==> src/design/alt_pkg.sv <==
// Shared types and constants for the address lease table.
// Used by the cells, the hash/modulo unit, the top level and the checker.
package alt_pkg;

  localparam int DEF_LEASE_ENTRIES = 256;
  localparam int DEF_PROBE_LIMIT   = 64;

  localparam int MAC_W    = 48;
  localparam int ADDR_W   = 40;
  localparam int TIME_W   = 32;
  localparam int HASH_W   = 32;
  localparam int SPAN_W   = ADDR_W + 1;
  localparam int HASH_STEPS = MAC_W / 8;
  localparam int DIV_STEPS  = HASH_W;
  localparam int HASH_SHIFT = 5;   // h*31 = (h << 5) - h

  localparam logic [ADDR_W-1:0] RESET_POOL_FIRST    = ADDR_W'(16);
  localparam logic [ADDR_W-1:0] RESET_POOL_LAST     = ADDR_W'(254);
  localparam logic [TIME_W-1:0] RESET_LEASE_SECONDS = TIME_W'(3600);

  typedef enum logic [1:0] {
    KIND_DISCOVER = 2'd0,
    KIND_REQUEST  = 2'd1,
    KIND_RELEASE  = 2'd2,
    KIND_UNUSED   = 2'd3
  } kind_t;

  typedef enum logic [2:0] {
    ST_OFFER           = 3'd0,
    ST_ACK             = 3'd1,
    ST_REFUSED         = 3'd2,
    ST_FULL            = 3'd3,
    ST_RELEASED        = 3'd4,
    ST_RELEASE_IGNORED = 3'd5
  } status_t;

  localparam logic [1:0] CFG_POOL_FIRST    = 2'd0;
  localparam logic [1:0] CFG_POOL_LAST     = 2'd1;
  localparam logic [1:0] CFG_LEASE_SECONDS = 2'd2;

  // query token walking down the cell row
  typedef struct packed {
    logic              vld;
    logic [MAC_W-1:0]  mac;
    logic [ADDR_W-1:0] addr;
    logic [TIME_W-1:0] now;
    logic              found;
    logic [ADDR_W-1:0] found_addr;
    logic              free_found;
    logic              held;
  } tok_t;

  typedef enum logic [1:0] {
    WR_NONE  = 2'd0,
    WR_CLEAR = 2'd1,
    WR_RENEW = 2'd2,
    WR_FILL  = 2'd3
  } wr_op_t;

  // entry update broadcast to the row
  typedef struct packed {
    wr_op_t            op;
    logic [MAC_W-1:0]  mac;
    logic [ADDR_W-1:0] addr;
    logic [TIME_W-1:0] expiry;
  } wr_t;

endpackage

==> src/design/alt_cell.sv <==
// One lease entry of the table plus its stage of the query row.
// Depends on alt_pkg (tok_t, wr_t).
module alt_cell import alt_pkg::*; #(
  parameter int IW  = 8,
  parameter int IDX = 0
) (
  input  logic          clk,
  input  logic          rst,
  input  tok_t          tok_in,
  input  logic [IW-1:0] fidx_in,
  input  logic [IW-1:0] ridx_in,
  output tok_t          tok_out,
  output logic [IW-1:0] fidx_out,
  output logic [IW-1:0] ridx_out,
  input  wr_t           wr,
  input  logic [IW-1:0] wr_idx
);

  logic              valid;
  logic [MAC_W-1:0]  mac;
  logic [ADDR_W-1:0] addr;
  logic [TIME_W-1:0] expiry;

  logic          sel;
  logic          hit, free, held;
  tok_t          tok_next;
  logic [IW-1:0] fidx_next, ridx_next;

  assign sel = (wr_idx == IW'(IDX));

  always_comb begin
    hit  = valid && (mac == tok_in.mac);
    free = !valid || (expiry <= tok_in.now);
    held = valid && (addr == tok_in.addr) && (expiry > tok_in.now);
    tok_next  = tok_in;
    fidx_next = fidx_in;
    ridx_next = ridx_in;
    // lowest matching entry wins
    if (!tok_in.found && hit) begin
      tok_next.found      = 1'b1;
      tok_next.found_addr = addr;
      fidx_next           = IW'(IDX);
    end
    if (!tok_in.free_found && free) begin
      tok_next.free_found = 1'b1;
      ridx_next           = IW'(IDX);
    end
    tok_next.held = tok_in.held || held;
  end

  always_ff @(posedge clk) begin
    if (rst) begin
      tok_out <= '0;
    end else begin
      tok_out <= tok_next;
    end
  end

  always_ff @(posedge clk) begin
    fidx_out <= fidx_next;
    ridx_out <= ridx_next;
  end

  always_ff @(posedge clk) begin
    if (rst) begin
      valid <= 1'b0;
    end else if (sel) begin
      unique case (wr.op)
        WR_CLEAR: valid <= 1'b0;
        WR_FILL:  valid <= 1'b1;
        WR_NONE, WR_RENEW: valid <= valid;
        default:  valid <= valid;
      endcase
    end
  end

  always_ff @(posedge clk) begin
    if (sel && wr.op == WR_FILL) begin
      mac  <= wr.mac;
      addr <= wr.addr;
    end
    if (sel && (wr.op == WR_FILL || wr.op == WR_RENEW)) begin
      expiry <= wr.expiry;
    end
  end

endmodule

==> config.mk <==
export PLATFORM = sky130hd
export DESIGN_NAME = alt_cell
export DESIGN_NICKNAME = d
export VERILOG_FILES = /design/src/design/alt_pkg.sv /design/src/design/alt_cell.sv
export SDC_FILE = /design/constraint.sdc
export NUM_CORES = 1
export LEC_CHECK = 0
export BUFFER_PORTS_ARGS = -buffer_cell sky130_fd_sc_hd__buf_2
export CORE_MARGIN = 5
export CORE_UTILIZATION = 30
export DETAILED_ROUTE_END_ITERATION = 6
export PLACE_DENSITY = 0.54
export SYNTH_ARGS = -nofsm -noshare
export SYNTH_HDL_FRONTEND = slang
export SYNTH_SLANG_ARGS = --single-unit
export TNS_END_PERCENT = 20
==> constraint.sdc <==
create_clock -name clk -period 3.6 [get_ports clk]
set_clock_uncertainty 0.2 [all_clocks]
set_input_delay 0.36 -clock clk [delete_from_list [all_inputs] [get_ports clk]]
set_output_delay 0.36 -clock clk [all_outputs]
set_load 0.05 [all_outputs]
After elaboration in Yosys (flattened, before gate mapping)

Cells that the tools add are included.

$lt $le $gt $ge: 2
Equal/unequal tests: 5
Muxes and demuxes: 3
Bitwise logic cells: 1
Reductions and logical operators: 17

Operators with widths:

| operator           | number |
|---|---|
| $eq 48x48->1       | 1 |
| $mux 41            | 1 |
| $eq 40x40->1       | 1 |
| $gt 32x32->1       | 1 |
| $le 32x32->1       | 1 |
| $logic_not 8->1    | 1 |
| $logic_and 1x1->1  | 7 |
| $eq 2x2->1 const B | 2 |
| $logic_not 1->1    | 3 |
| $logic_or 1x1->1   | 3 |
| $eq 2x1->1 const B | 1 |
| $logic_not 2->1    | 1 |
| $pmux 1 s2         | 1 |
| $reduce_and 2->1   | 1 |
| $reduce_or 2->1    | 1 |
| $mux 1             | 1 |
| $not 1->1          | 1 |

Flip-flop bits (word level): 301
Input bits: 312
Output and inout bits: 180
Word-level logic and storage cells: 42

Longest topological paths before layout

Word-level depth: 4
Mapped depth: 8
Depth with buffers taken out: 8

Worst setup path after synthesis

Ideal clock, no wire load.

Path kind: in2reg
From: input wr_idx[5]
To: register addr[0] (enable)
Library setup time: 458 ps
Arrival: 3157 ps
Required time: 2942 ps
Slack: -215 ps
Stages on the path: 3
Buffers on the path: 0
Cell sequence: or4_1 nor2_1 and3_1

Longest elaborated chain between the ends: 2

RTL lines:

| item                 | RTL line       | source |
|---|---|---|
| start, declared      | alt_cell.sv:16 | `input logic [IW-1:0] wr_idx` |
| $logic_not 8->1      | alt_cell.sv:29 | `assign sel = (wr_idx == IW'(IDX));` |
| $logic_and 1x1->1    | alt_cell.sv:78 | `if (sel && wr.op == WR_FILL) begin` |
| end signal, assigned | alt_cell.sv:80 | `addr <= wr.addr;` |
| end, declared        | alt_cell.sv:21 | `logic [ADDR_W-1:0] addr;` |

Every way passes these cells.
A chain may end at the register's enable or synchronous reset.

Final worst setup path

From: input tok_in[69] (netlist bit)
To: register ridx_out[0]

Longest elaborated chain between the ends: 3

RTL lines:

| item                 | RTL line       | source |
|---|---|---|
| start, declared      | alt_cell.sv:9  | `input tok_t tok_in,` |
| $le 32x32->1         | alt_cell.sv:33 | `free = !valid \|\| (expiry <= tok_in.now);` |
| $logic_or 1x1->1     | alt_cell.sv:33 |  |
| $logic_and 1x1->1    | alt_cell.sv:44 | `if (!tok_in.free_found && free) begin` |
| end signal, assigned | alt_cell.sv:61 | `ridx_out <= ridx_next;` |
| end, declared        | alt_cell.sv:14 | `output logic [IW-1:0] ridx_out,` |

Every way passes these cells.

==> impl_metrics.toml <==
[outcome]
status = "finished clean"

[timing]
maxSlewViolCount = 0
fin_setup_tns_ns = 0
relSlewSlack_pct = 33.3
rsz0062_at_grt = "false"
fin_crit_ns = 3.34
fin_crit_sh_pct = 92.8
setup_viol = 0
fmax_mhz = 299
hold_viol_final = 0
tightest_slew_ns = 1.00

[critical_path]
worstPathArrival_ns = 3.59
crit_type = "primary input to flop"
critPathMaxFanout = 8
critPathRequiredTime_ns = 3.85
cp-start-kind = "primary input"
endpoint_kind = "flop"

[detailed_routing]
vias = 9764
drcViolationCount = 0
maxUsedRoutingLayer = "met5"
drt-met1-wl_um = 16300
drt-total-wl_um = 41300
dr_wl_met2_um = 20600
drtIter0Drc = 438
vias_per_cell = 4.53
wl_per_cell_um = 19.1
drtAntennaViolNets = 0
dr.pass1.iters = 5
route.met3.wl_um = 2950

[pwr]
clkPwrFrac_pct = 41.8
power.leakage_uw = 0.00786
seq_power_share_pct = 43.6
power_density_mw_per_mm2 = 465
switching_share_pct = 25.5
power_frac_comb_pct = 14.6
cellInternalPower_uw = 6290
p_sw_uw = 2150
peakVddDrop_mv = 0.428

[logic_synthesis]
synth_xor_area_share_pct = 6.71
synth_top_area_share_pct = 33.0
synth-adder-area-share_pct = 3.65
syn_area_mm2 = 0.0110
synth_top_family_by_area = "simple AND/OR/NAND/NOR gates"
postSynth.asyncResetShare_pct = 0
yosys.area_share.simple_pct = 13.6
synthMuxAreaShare_pct = 0
synth_cells = 859
synth_ff_type = "dfxtp_1"
synth_edf_count = 120
ys_ff_latch = 301
synth_compound_area_share_pct = 6.67
synth_cell_types = 39
yosysWarnings = 0
yosys-top-cells-area = "dfxtp_1, edfxtp_1, nor2b_1, xnor2_1, ha_1"
synth_fp_nets = 1203
yosysTopAreaCell = "dfxtp_1"
syn-mean-instance-area_um2 = 12.8
ys_seq_area_share_pct = 65.9

[floorplanning]
start_util_pct = 30.2
num_io_pins = 492
dieArea_mm2 = 0.0405
coreArea_mm2 = 0.0363
die-width_um = 201
num_rows = 70
die_h_um = 201

[global_routing]
grt_pass1_vias = 10600
grt_max_degree = 123
grtUsageTotal_pct = 19.6
antenna_found_initial = 2
gr-total-overflow = 0
grt_pass1_wl_um = 62100

[clocking]
clk_pin_slew_ns = 0.06
cts_repair_resize_count = 0
cts.sink_count = 301
clockBufferDepth = 3
h-tree-depth = 2
cts_buffers = 35
cts_root_buffer = "clkbuf_16"
tritoncts = "done"
clock_latency_ns = 0.51

[layout]
nets = 2005
postLayoutCoreUtil_pct = 49.9
fillers = 3158
area_growth_pct = 65.4
drive_above_1_share_pct = 33.3

[flow_run]
max_cap_violations = 0

[placed_design]
port-buffer-count = 491
hpwl_um = 28100
routabilityCongestion = 0.882

[min_path]
hold_class = "primary input to flop"
routing by layer:
metal	track usage (%)	vias up
li1	-	4637
met1	22.9	4639
met2	34.9	396
met3	5.17	90
met4	6.96	2
met5	0	-
registers in the layout, summed over array words and instances, names as in the netlist:
register,flops
mac,48
valid,1
addr,40
expiry,32
fidx_out,8
tok_out,164
ridx_out,8
cells in the mapped netlist (3+ instances only):
library cell,instances
dfxtp_1,181
edfxtp_1,120
nor2b_1,97
xnor2_1,63
a21oi_1,55
inv_1,40
nand4b_1,40
nor2_1,40
o31ai_1,40
ha_1,32
clkbuf_1,30
nand4_1,22
xor2_1,21
nor4_1,10
and2_1,9
nand2_1,9
buf_2,6
o21ai_0,5
buf_1,4
buf_8,4
and3_1,3
nand3_1,3
or4_1,3
what timing repair did:
| action | 4_1_cts | 5_1_grt |
|---|---|---|
| setup endpoints to repair | 0 | 8 |
| hold endpoints to repair | 299 | 0 |
| hold buffers | 307 | 0 |
| buffers inserted | 0 | 1 |
through the flow:
stage | instance area [µm²] | hold slack (ns) | total power, µW | instances | setup slack [ns]
2_1_floorplan | 11000 | 0.259 | 4330 | 859 | 0.785
3_3_place_gp | 13900 | 0.337 | 4690 | 1784 | 0.653
3_5_place_dp | 13900 | 0.338 | 4700 | 1784 | 0.604
4_1_cts | 18100 | 0.0450 | 8540 | 2154 | 0.0641
5_1_grt | 18100 | 0.0586 | 8760 | 2156 | 0.00180
6_report | 18100 | 0.0813 | 8440 | 2156 | 0.260
cell families after synthesis:
group | count (synthesis)
AOI/OAI and AO/OA | 115
xor gates and xnor gates | 84
adders and majority gates | 32
buffers and inverters | 85
DFF | 301
and+or+nand+nor | 242
worst paths after layout:
| path | from | to | slack, ns | cells past startpoint |
|---|---|---|---|---|
| hold / removal | tok_in[0] | tok_out[0] | 0.08 | 3 |
| hold reg to reg | valid | valid | 0.36 | 2 |
| setup reg to reg | expiry[17] | ridx_out[0] | 0.41 | 9 |
| setup / recovery | tok_in[69] | ridx_out[0] | 0.26 | 12 |
worst max-delay path: stages:
cell and delay, ns:
dlygate4sd3_1 0.56, buf_2 0.11, inv_1 0.05, ha_1 0.29
nand4_1 0.13, nor4_1 0.48, a221oi_1 0.23, a221oi_1 0.43
a211oi_2 0.05, buf_4 0.18, nor2b_1 0.13, dlygate4sd3_1 0.58
cell type report:
cell class	instances	area (µm²)	share of cell area (%)
antenna	1	2.50	0.0138
clock buffer	53	1070	5.88
clock inverter	10	81.3	0.448
inverter	40	150	0.828
multi-input combinational	473	3380	18.6
sequential	301	7230	39.8
tap	468	586	3.23
timing repair buffer	810	5650	31.2
power by group through the flow:
stage | Clock [µW] | Combinational [µW] | Sequential (µW)
2_1_floorplan | 0 | 193 | 4130
3_3_place_gp | 0 | 945 | 3750
3_5_place_dp | 0 | 949 | 3750
4_1_cts | 3640 | 1220 | 3680
5_1_grt | 3770 | 1300 | 3690
6_report | 3530 | 1230 | 3680
cells in the final DEF, fill, tap and decap left out, drive strengths merged, types with 2 or more instances in the layout:
cell type	netlist	routed
or4	3	3
nor4	10	10
xor2	21	21
nand3	3	3
o31ai	40	40
dlygate4sd3	0	307
and4	2	2
a21oi	55	55
clkinv	0	5
buf	15	503
clkbuf	30	53
nand2	9	9
a211o	2	2
o21ai	5	5
clkinvlp	0	2
edfxtp	120	120
nand4	22	22
a221o	2	2
a221oi	2	2
nor2b	97	97
nand4b	40	40
dfxtp	181	181
and3	3	3
ha	32	32
and2	10	10
nor2	40	40
inv	40	42
xnor2	63	63
a21o	2	2
o22ai	2	2
(Power assumes the default switching activity.)
