`src/design/alt_pkg.sv`:
```
// Shared types and constants for the address lease table.
// Used by the cells, the hash/modulo unit, the top level and the checker.
package alt_pkg;

  localparam int DEF_LEASE_ENTRIES = 256;
  localparam int DEF_PROBE_LIMIT   = 64;

  localparam int MAC_W    = 48;
  localparam int ADDR_W   = 40;
  localparam int TIME_W   = 32;
  localparam int HASH_W   = 32;
  localparam int SPAN_W   = ADDR_W + 1;
  localparam int HASH_STEPS = MAC_W / 8;
  localparam int DIV_STEPS  = HASH_W;
  localparam int HASH_SHIFT = 5;   // h*31 = (h << 5) - h

  localparam logic [ADDR_W-1:0] RESET_POOL_FIRST    = ADDR_W'(16);
  localparam logic [ADDR_W-1:0] RESET_POOL_LAST     = ADDR_W'(254);
  localparam logic [TIME_W-1:0] RESET_LEASE_SECONDS = TIME_W'(3600);

  typedef enum logic [1:0] {
    KIND_DISCOVER = 2'd0,
    KIND_REQUEST  = 2'd1,
    KIND_RELEASE  = 2'd2,
    KIND_UNUSED   = 2'd3
  } kind_t;

  typedef enum logic [2:0] {
    ST_OFFER           = 3'd0,
    ST_ACK             = 3'd1,
    ST_REFUSED         = 3'd2,
    ST_FULL            = 3'd3,
    ST_RELEASED        = 3'd4,
    ST_RELEASE_IGNORED = 3'd5
  } status_t;

  localparam logic [1:0] CFG_POOL_FIRST    = 2'd0;
  localparam logic [1:0] CFG_POOL_LAST     = 2'd1;
  localparam logic [1:0] CFG_LEASE_SECONDS = 2'd2;

  // query token walking down the cell row
  typedef struct packed {
    logic              vld;
    logic [MAC_W-1:0]  mac;
    logic [ADDR_W-1:0] addr;
    logic [TIME_W-1:0] now;
    logic              found;
    logic [ADDR_W-1:0] found_addr;
    logic              free_found;
    logic              held;
  } tok_t;

  typedef enum logic [1:0] {
    WR_NONE  = 2'd0,
    WR_CLEAR = 2'd1,
    WR_RENEW = 2'd2,
    WR_FILL  = 2'd3
  } wr_op_t;

  // entry update broadcast to the row
  typedef struct packed {
    wr_op_t            op;
    logic [MAC_W-1:0]  mac;
    logic [ADDR_W-1:0] addr;
    logic [TIME_W-1:0] expiry;
  } wr_t;

endpackage

```
`src/design/alt_hashmod.sv`:
```
// MAC hash (one byte a cycle) followed by restoring modulo by the pool span
// (one bit a cycle). Depends on alt_pkg.
module alt_hashmod import alt_pkg::*; (
  input  logic              clk,
  input  logic              rst,
  input  logic              start,
  input  logic [MAC_W-1:0]  mac,
  input  logic [SPAN_W-1:0] span,
  output logic              done,
  output logic [HASH_W-1:0] rem
);

  localparam int CW = $clog2(HASH_STEPS + DIV_STEPS);

  logic              busy;
  logic [CW-1:0]     cnt;
  logic [MAC_W-1:0]  sh;
  logic [HASH_W-1:0] h;
  logic [HASH_W:0]   r;
  logic [SPAN_W-1:0] sp;
  logic [HASH_W:0]   rs;

  assign rs  = {r[HASH_W-1:0], h[HASH_W-1]};
  assign rem = r[HASH_W-1:0];

  always_ff @(posedge clk) begin
    if (rst) begin
      busy <= 1'b0;
      done <= 1'b0;
      cnt  <= '0;
    end else if (start) begin
      busy <= 1'b1;
      done <= 1'b0;
      cnt  <= '0;
    end else if (busy) begin
      cnt <= cnt + CW'(1);
      if (cnt == CW'(HASH_STEPS + DIV_STEPS - 1)) begin
        busy <= 1'b0;
        done <= 1'b1;
      end
    end
  end

  always_ff @(posedge clk) begin
    if (start) begin
      sh <= mac;
      h  <= '0;
      r  <= '0;
      sp <= span;
    end else if (busy) begin
      if (cnt < CW'(HASH_STEPS)) begin
        h  <= (h << HASH_SHIFT) - h + HASH_W'(sh[MAC_W-1 -: 8]);
        sh <= sh << 8;
      end else begin
        h <= h << 1;
        if (SPAN_W'(rs) >= sp) begin
          r <= rs - sp[HASH_W:0];
        end else begin
          r <= rs;
        end
      end
    end
  end

endmodule

```
`config.mk`:
```
export PLATFORM = sky130hd
export DESIGN_NAME = alt_hashmod
export DESIGN_NICKNAME = d
export VERILOG_FILES = /design/src/design/alt_pkg.sv /design/src/design/alt_hashmod.sv
export SDC_FILE = /design/constraint.sdc
export NUM_CORES = 1
export LEC_CHECK = 0
export ABC_AREA = 1
export BUFFER_PORTS_ARGS = -buffer_cell sky130_fd_sc_hd__buf_4
export CAP_MARGIN = 20
export CORE_ASPECT_RATIO = 1.1
export CORE_MARGIN = 10
export CORE_UTILIZATION = 54
export CTS_BUF_LIST = sky130_fd_sc_hd__clkbuf_16
export DETAILED_ROUTE_END_ITERATION = 8
export PLACE_DENSITY = 0.77
export SYNTH_ARGS = -nofsm -noshare
export SYNTH_HDL_FRONTEND = slang
export SYNTH_SLANG_ARGS = --single-unit
```
`constraint.sdc`:
```
create_clock -name clk -period 4.9 [get_ports clk]
set_input_delay 0.245 -clock clk [delete_from_list [all_inputs] [get_ports clk]]
set_output_delay 0.245 -clock clk [all_outputs]
set_load 0.02 [all_outputs]
```
### Yosys cells after proc, flatten, opt, wreduce, memory -nomap -nowiden

Index checks and enable logic that the tools add are counted.

| storage, ports and cells | value |
|---|---|
| register bits after elaboration | 161 |
| bits of input ports | 92 |
| word-level logic and storage cells | 29 |

| cells by class | value |
|---|---|
| $add $sub $neg | 4 |
| magnitude comparators | 2 |
| eq/ne operators | 1 |
| mux-type cells | 8 |
| bitwise logic cells | 1 |
| reduce and logical (&&, ||, !) cells | 6 |

Operator list:

| kind | count |
|---|---|
| two-way mux 48 bit | 3 |
| two-way mux 32 bit | 2 |
| subtractor 32 bit | 2 |
| >= comparator 33 x 41 -> 1 bit | 1 |
| adder 32 x 8 -> 32 bit | 1 |
| adder 6 x 1 -> 6 bit, second input constant | 1 |
| equality test 6 bit, second input constant | 1 |
| < comparator 6 x 3 -> 1 bit, second input constant | 1 |
| AND reduction 2 bit | 3 |
| nonzero test 2 bit | 2 |
| two-way mux 1 bit | 3 |
| OR reduction 2 bit | 1 |
| inverter 1 bit | 1 |

### Depth between registers and ports, before layout

| depth | value |
|---|---|
| depth after elaboration | 4 |
| depth in mapped cells | 17 |

### Worst setup path after synthesis

OpenSTA, ideal clock, no wires.

| timing | value |
|---|---|
| path type | register -> register |
| from | register busy |
| to | register sh[0] (enable) |
| arrival | 4.310 ns |
| required time | 4.380 ns |
| slack | 0.070 ns |
| stages on the path, launching flop included | 5 |
| path buffers | 2 |
| path through | dfxtp_1 buf_2 clkinv_1 clkbuf_1 o21ai_0 |

| on the way | value |
|---|---|
| cells in the longest elaborated chain, start to end | 2 |

Ends and longest elaborated chain:

| element | RTL line | RTL |
|---|---|---|
| start: declaration | alt_hashmod.sv:15 | `logic busy;` |
| start signal: assignment | alt_hashmod.sv:28 | `busy <= 1'b0;` |
| start signal: assignment | alt_hashmod.sv:32 | `busy <= 1'b1;` |
| start signal: assignment | alt_hashmod.sv:38 | `busy <= 1'b0;` |
| nonzero test 2 bit (no line) | - |  |
| AND reduction 2 bit (no line) | - |  |
| end signal: assignment | alt_hashmod.sv:46 | `sh <= mac;` |
| end signal: assignment | alt_hashmod.sv:53 | `sh <= sh << 8;` |
| end: declaration | alt_hashmod.sv:17 | `logic [MAC_W-1:0] sh;` |

No other way between the ends.
A chain may end at the register's enable or synchronous reset.

### Worst setup path in the final report

| timing | value |
|---|---|
| from | register h[1] |
| to | register h[23] |

| on the way | value |
|---|---|
| cells in the longest elaborated chain, start to end | 3 |

Ends and longest elaborated chain:

| element | RTL line | RTL |
|---|---|---|
| start: declaration | alt_hashmod.sv:18 | `logic [HASH_W-1:0] h;` |
| start signal: assignment | alt_hashmod.sv:52 | `h <= (h << HASH_SHIFT) - h + HASH_W'(sh[MAC_W-1 -: 8]);` |
| start signal: assignment | alt_hashmod.sv:55 | `h <= h << 1;` |
| subtractor 32 bit | alt_hashmod.sv:52 |  |
| adder 32 x 8 -> 32 bit | alt_hashmod.sv:52 |  |
| two-way mux 32 bit | alt_hashmod.sv:51 | `if (cnt < CW'(HASH_STEPS)) begin` |

No other way between the ends.

==> flow_metrics.py <==
metrics = {
    "cts": {
        "cts_hold_buf": 39,
        "path_clk_slew_ns": 0.08,
        "cts.path.max_buffers": 2,
        "htreeDepth": 4,
        "postCtsSetupRepairBufs": 0,
        "cts_root_buffer": "clkbuf_16",
        "cts_inserted_buffers": 17,
        "clk-insertion-delay-late_ns": 0.44,
        "post_cts_resized": 0,
        "cts_sinks": 161,
        "cts_tree": "built",
    },
    "power_and_ir_drop": {
        "p_sw_uw": 3347,
        "p_int_uw": 3685,
        "total_power_uw": 7032,
        "p_leak_uw": 0.006756,
        "combPwrFrac_pct": 56.0,
        "powerDensity_mw_per_mm2": 515.0,
        "seqPwrFrac_pct": 24.8,
        "clkPwrFrac_pct": 19.2,
        "ir_drop_v": 0.0002948,
        "power_switching_share_pct": 47.60,
    },
    "setup_path": {
        "r2r_slack_ns": 2.04,
        "reg2reg_depth": 15,
        "end_kind": "register",
        "crit_start": "h[1]",
        "cp_max_fo": 4,
        "crit_type": "reg2reg",
        "rr_startpoint": "h[1]",
        "r2r-end": "h[23]",
        "cp.arrival_ns": 3.19,
        "start_kind": "register",
        "worstPathRequired_ns": 5.23,
    },
    "drt": {
        "vias": 10914,
        "drtAntennaViolNets": 0,
        "viasPerCell": 5.262,
        "drc": 0,
        "wl_per_cell_microns": 15.72,
        "drt_iter0_markers": 824,
        "routed_wirelength_microns": 32610,
        "dr.pass1.iters": 5,
    },
    "finish": {
        "antennaDiodeCount": 0,
        "final_nets": 1966,
        "final_cell_mix": "nand2_1 (566), inv_1 (245), buf_4 (132), a21oi_1 (112), nand3_1 (94)",
        "stdcell_count": 2074,
        "finish.utilization_pct": 65.92,
        "final_layout_size_suffix_gt1_share_pct": 10.90,
        "syn2layout_area_growth_pct": 18.94,
        "fin_area_sq_mm": 0.01365,
        "layout_commonest_cell": "nand2_1",
    },
    "run": {
        "drv_cap": 0,
    },
    "timing": {
        "fin_crit_ns": 2.862,
        "fin_worst_skew_ns": 0.01492,
        "tightest_slew_ns": 0.8206,
        "fin_crit_sh_pct": 58.40,
        "hold_viol_final": 0,
        "fin_tns_setup_ns": 0,
        "max_slew_margin_pct": 45.29,
        "setup_viol": 0,
        "slew_violations": 0,
        "rsz0062_at_grt": "false",
        "fmax_mhz": 349.4,
    },
    "synthesis": {
        "yosysUniqueCellTypes": 43,
        "synth_ff_type": "edfxtp_1",
        "ys_seq_area_share_pct": 35.84,
        "ys_top_cells_by_area": "edfxtp_1 (23%), nand2_1 (19%), dfxtp_1 (13%)",
        "synth_seq_cells": 161,
        "synth_fp_nets": 1817,
        "yosysWarnings": 0,
        "synth_cells": 1627,
        "synth_edf_count": 89,
        "netlist.area_leader.share_pct": 23.28,
        "synth_area_leader_cell": "edfxtp_1",
        "syn_area_sq_mm": 0.01148,
        "syn_area_per_cell_sq_um": 7.056,
        "async_flop_share_pct": 0,
    },
    "floorplan": {
        "ios": 125,
        "core_sq_mm": 0.02071,
        "die_w_microns": 159.0,
        "initial_utilization_pct": 55.42,
        "die-area_sq_mm": 0.02750,
        "fp-row-count": 55,
        "dieHeight_microns": 172.9,
    },
    "min_path": {
        "min_path_cells": 1,
        "hold_path_end": "sp[38]",
        "min_from": "span[38]",
        "hold_class": "in2reg",
    },
    "global_routing": {
        "overflow": 0,
        "grt_pass1_vias": 10418,
        "grt_max_degree": 77,
        "grt_pass1_wl_microns": 52700,
        "grtUsageTotal_pct": 23.08,
        "antenna_found_initial": 0,
    },
    "place": {
        "dpl.cell_count": 2001,
        "io_buffers": 124,
        "post_dp_cell_area_sq_mm": 0.01263,
        "dp_hpwl_microns": 24330,
        "gp_congestion": 0.9492,
    },
    "outcome": {
        "status": "finished clean",
    },
}
power groups by stage:
stage	clock [uW]	sequential [uW]	combinational, uW
floorplan	0	1720	2880
global placement	0	1770	3830
detailed placement	0	1770	3850
CTS	1370	1740	3900
global route	1430	1760	4450
finish	1350	1740	3940
worst max path at each step:
stage,to,cells past startpoint,slack (ns)
global route,h[23],15,1.80
floorplan,sh[0],4,0.07
global placement,h[23],15,2.11
finish,h[23],15,2.04
detailed placement,h[23],15,2.03
CTS,h[23],15,2.05
cell families (layout without fill, tap and decap cells):
family	Yosys count	after routing	synth area share [%]
AND/OR/NAND/NOR	855	855	31.85
adder cells (fa/ha/maj)	98	98	11.01
flip-flops	161	161	35.84
AO/OA/AOI/OAI	189	189	9.090
XOR/XNOR	28	28	2.136
buffers and inverters	296	458	10.08
sequential cells by signal, summed over array words and instances, names as in the netlist:
name / count
h: 32
r: 32
busy: 1
cnt: 6
sp: 41
done: 1
sh: 48
synth_stat cells, types with 3 or more instances:
library cell and number:
a31oi_1 12, nand4_1 13, nand3_1 94, buf_6 4, nor3_1 21, o21bai_1 5
nor2_2 6, nor2_1 88, buf_4 3, clkinv_1 3, or2_2 5, fa_1 5
buf_2 4, ha_1 93, a21o_1 4, o21ai_0 24, clkbuf_1 28, buf_1 4
xor2_1 9, inv_1 245, a21oi_1 112, xnor2_1 19, nand3b_1 42, o22ai_1 18
edfxtp_1 89, inv_2 5, nand2_1 566, nand2_2 6, and2_1 5, o21a_1 6
dfxtp_1 72
per-layer routing:
metal	wire (microns)	vias up	GRT usage, %
li1	-	5535	-
met1	14620	4971	29.97
met2	14750	341	36.77
met3	2192	67	5.036
met4	1047	0	8.849
met5	0	-	0
layout make-up:
| cell class | instances | area [sq um] |
|---|---|---|
| clock buffer | 17 | 425.4 |
| inverter | 253 | 949.7 |
| clock inverter | 15 | 170.2 |
| sequential | 161 | 4114 |
| fill | 1848 | 7059 |
| multi-input combinational | 1170 | 6220 |
| tap | 285 | 356.6 |
| timing repair buffer | 173 | 1419 |
stage by stage:
stage          hold WS (ns)  setup WS, ns
4_1_cts            0.009236         2.051
3_5_place_dp         0.4185         2.032
3_3_place_gp         0.4122         2.114
2_1_floorplan        0.3141       0.06974
5_1_grt            0.006680         1.799
6_report            0.01634         2.038
worst max-delay path: stages (launching register included):
cell and delay (ns):
dfxtp_1 0.35, inv_1 0.08, ha_1 0.28, ha_1 0.18, inv_1 0.08, fa_1 0.41
o21ai_0 0.51, nand2_1 0.09, nand2_1 0.15, nand3_1 0.08, nand2_1 0.17, nand2_1 0.10
nand3_1 0.07, nand2_1 0.05, a21oi_1 0.11, nor2_1 0.05
Power figures use the tool's default switching activity.
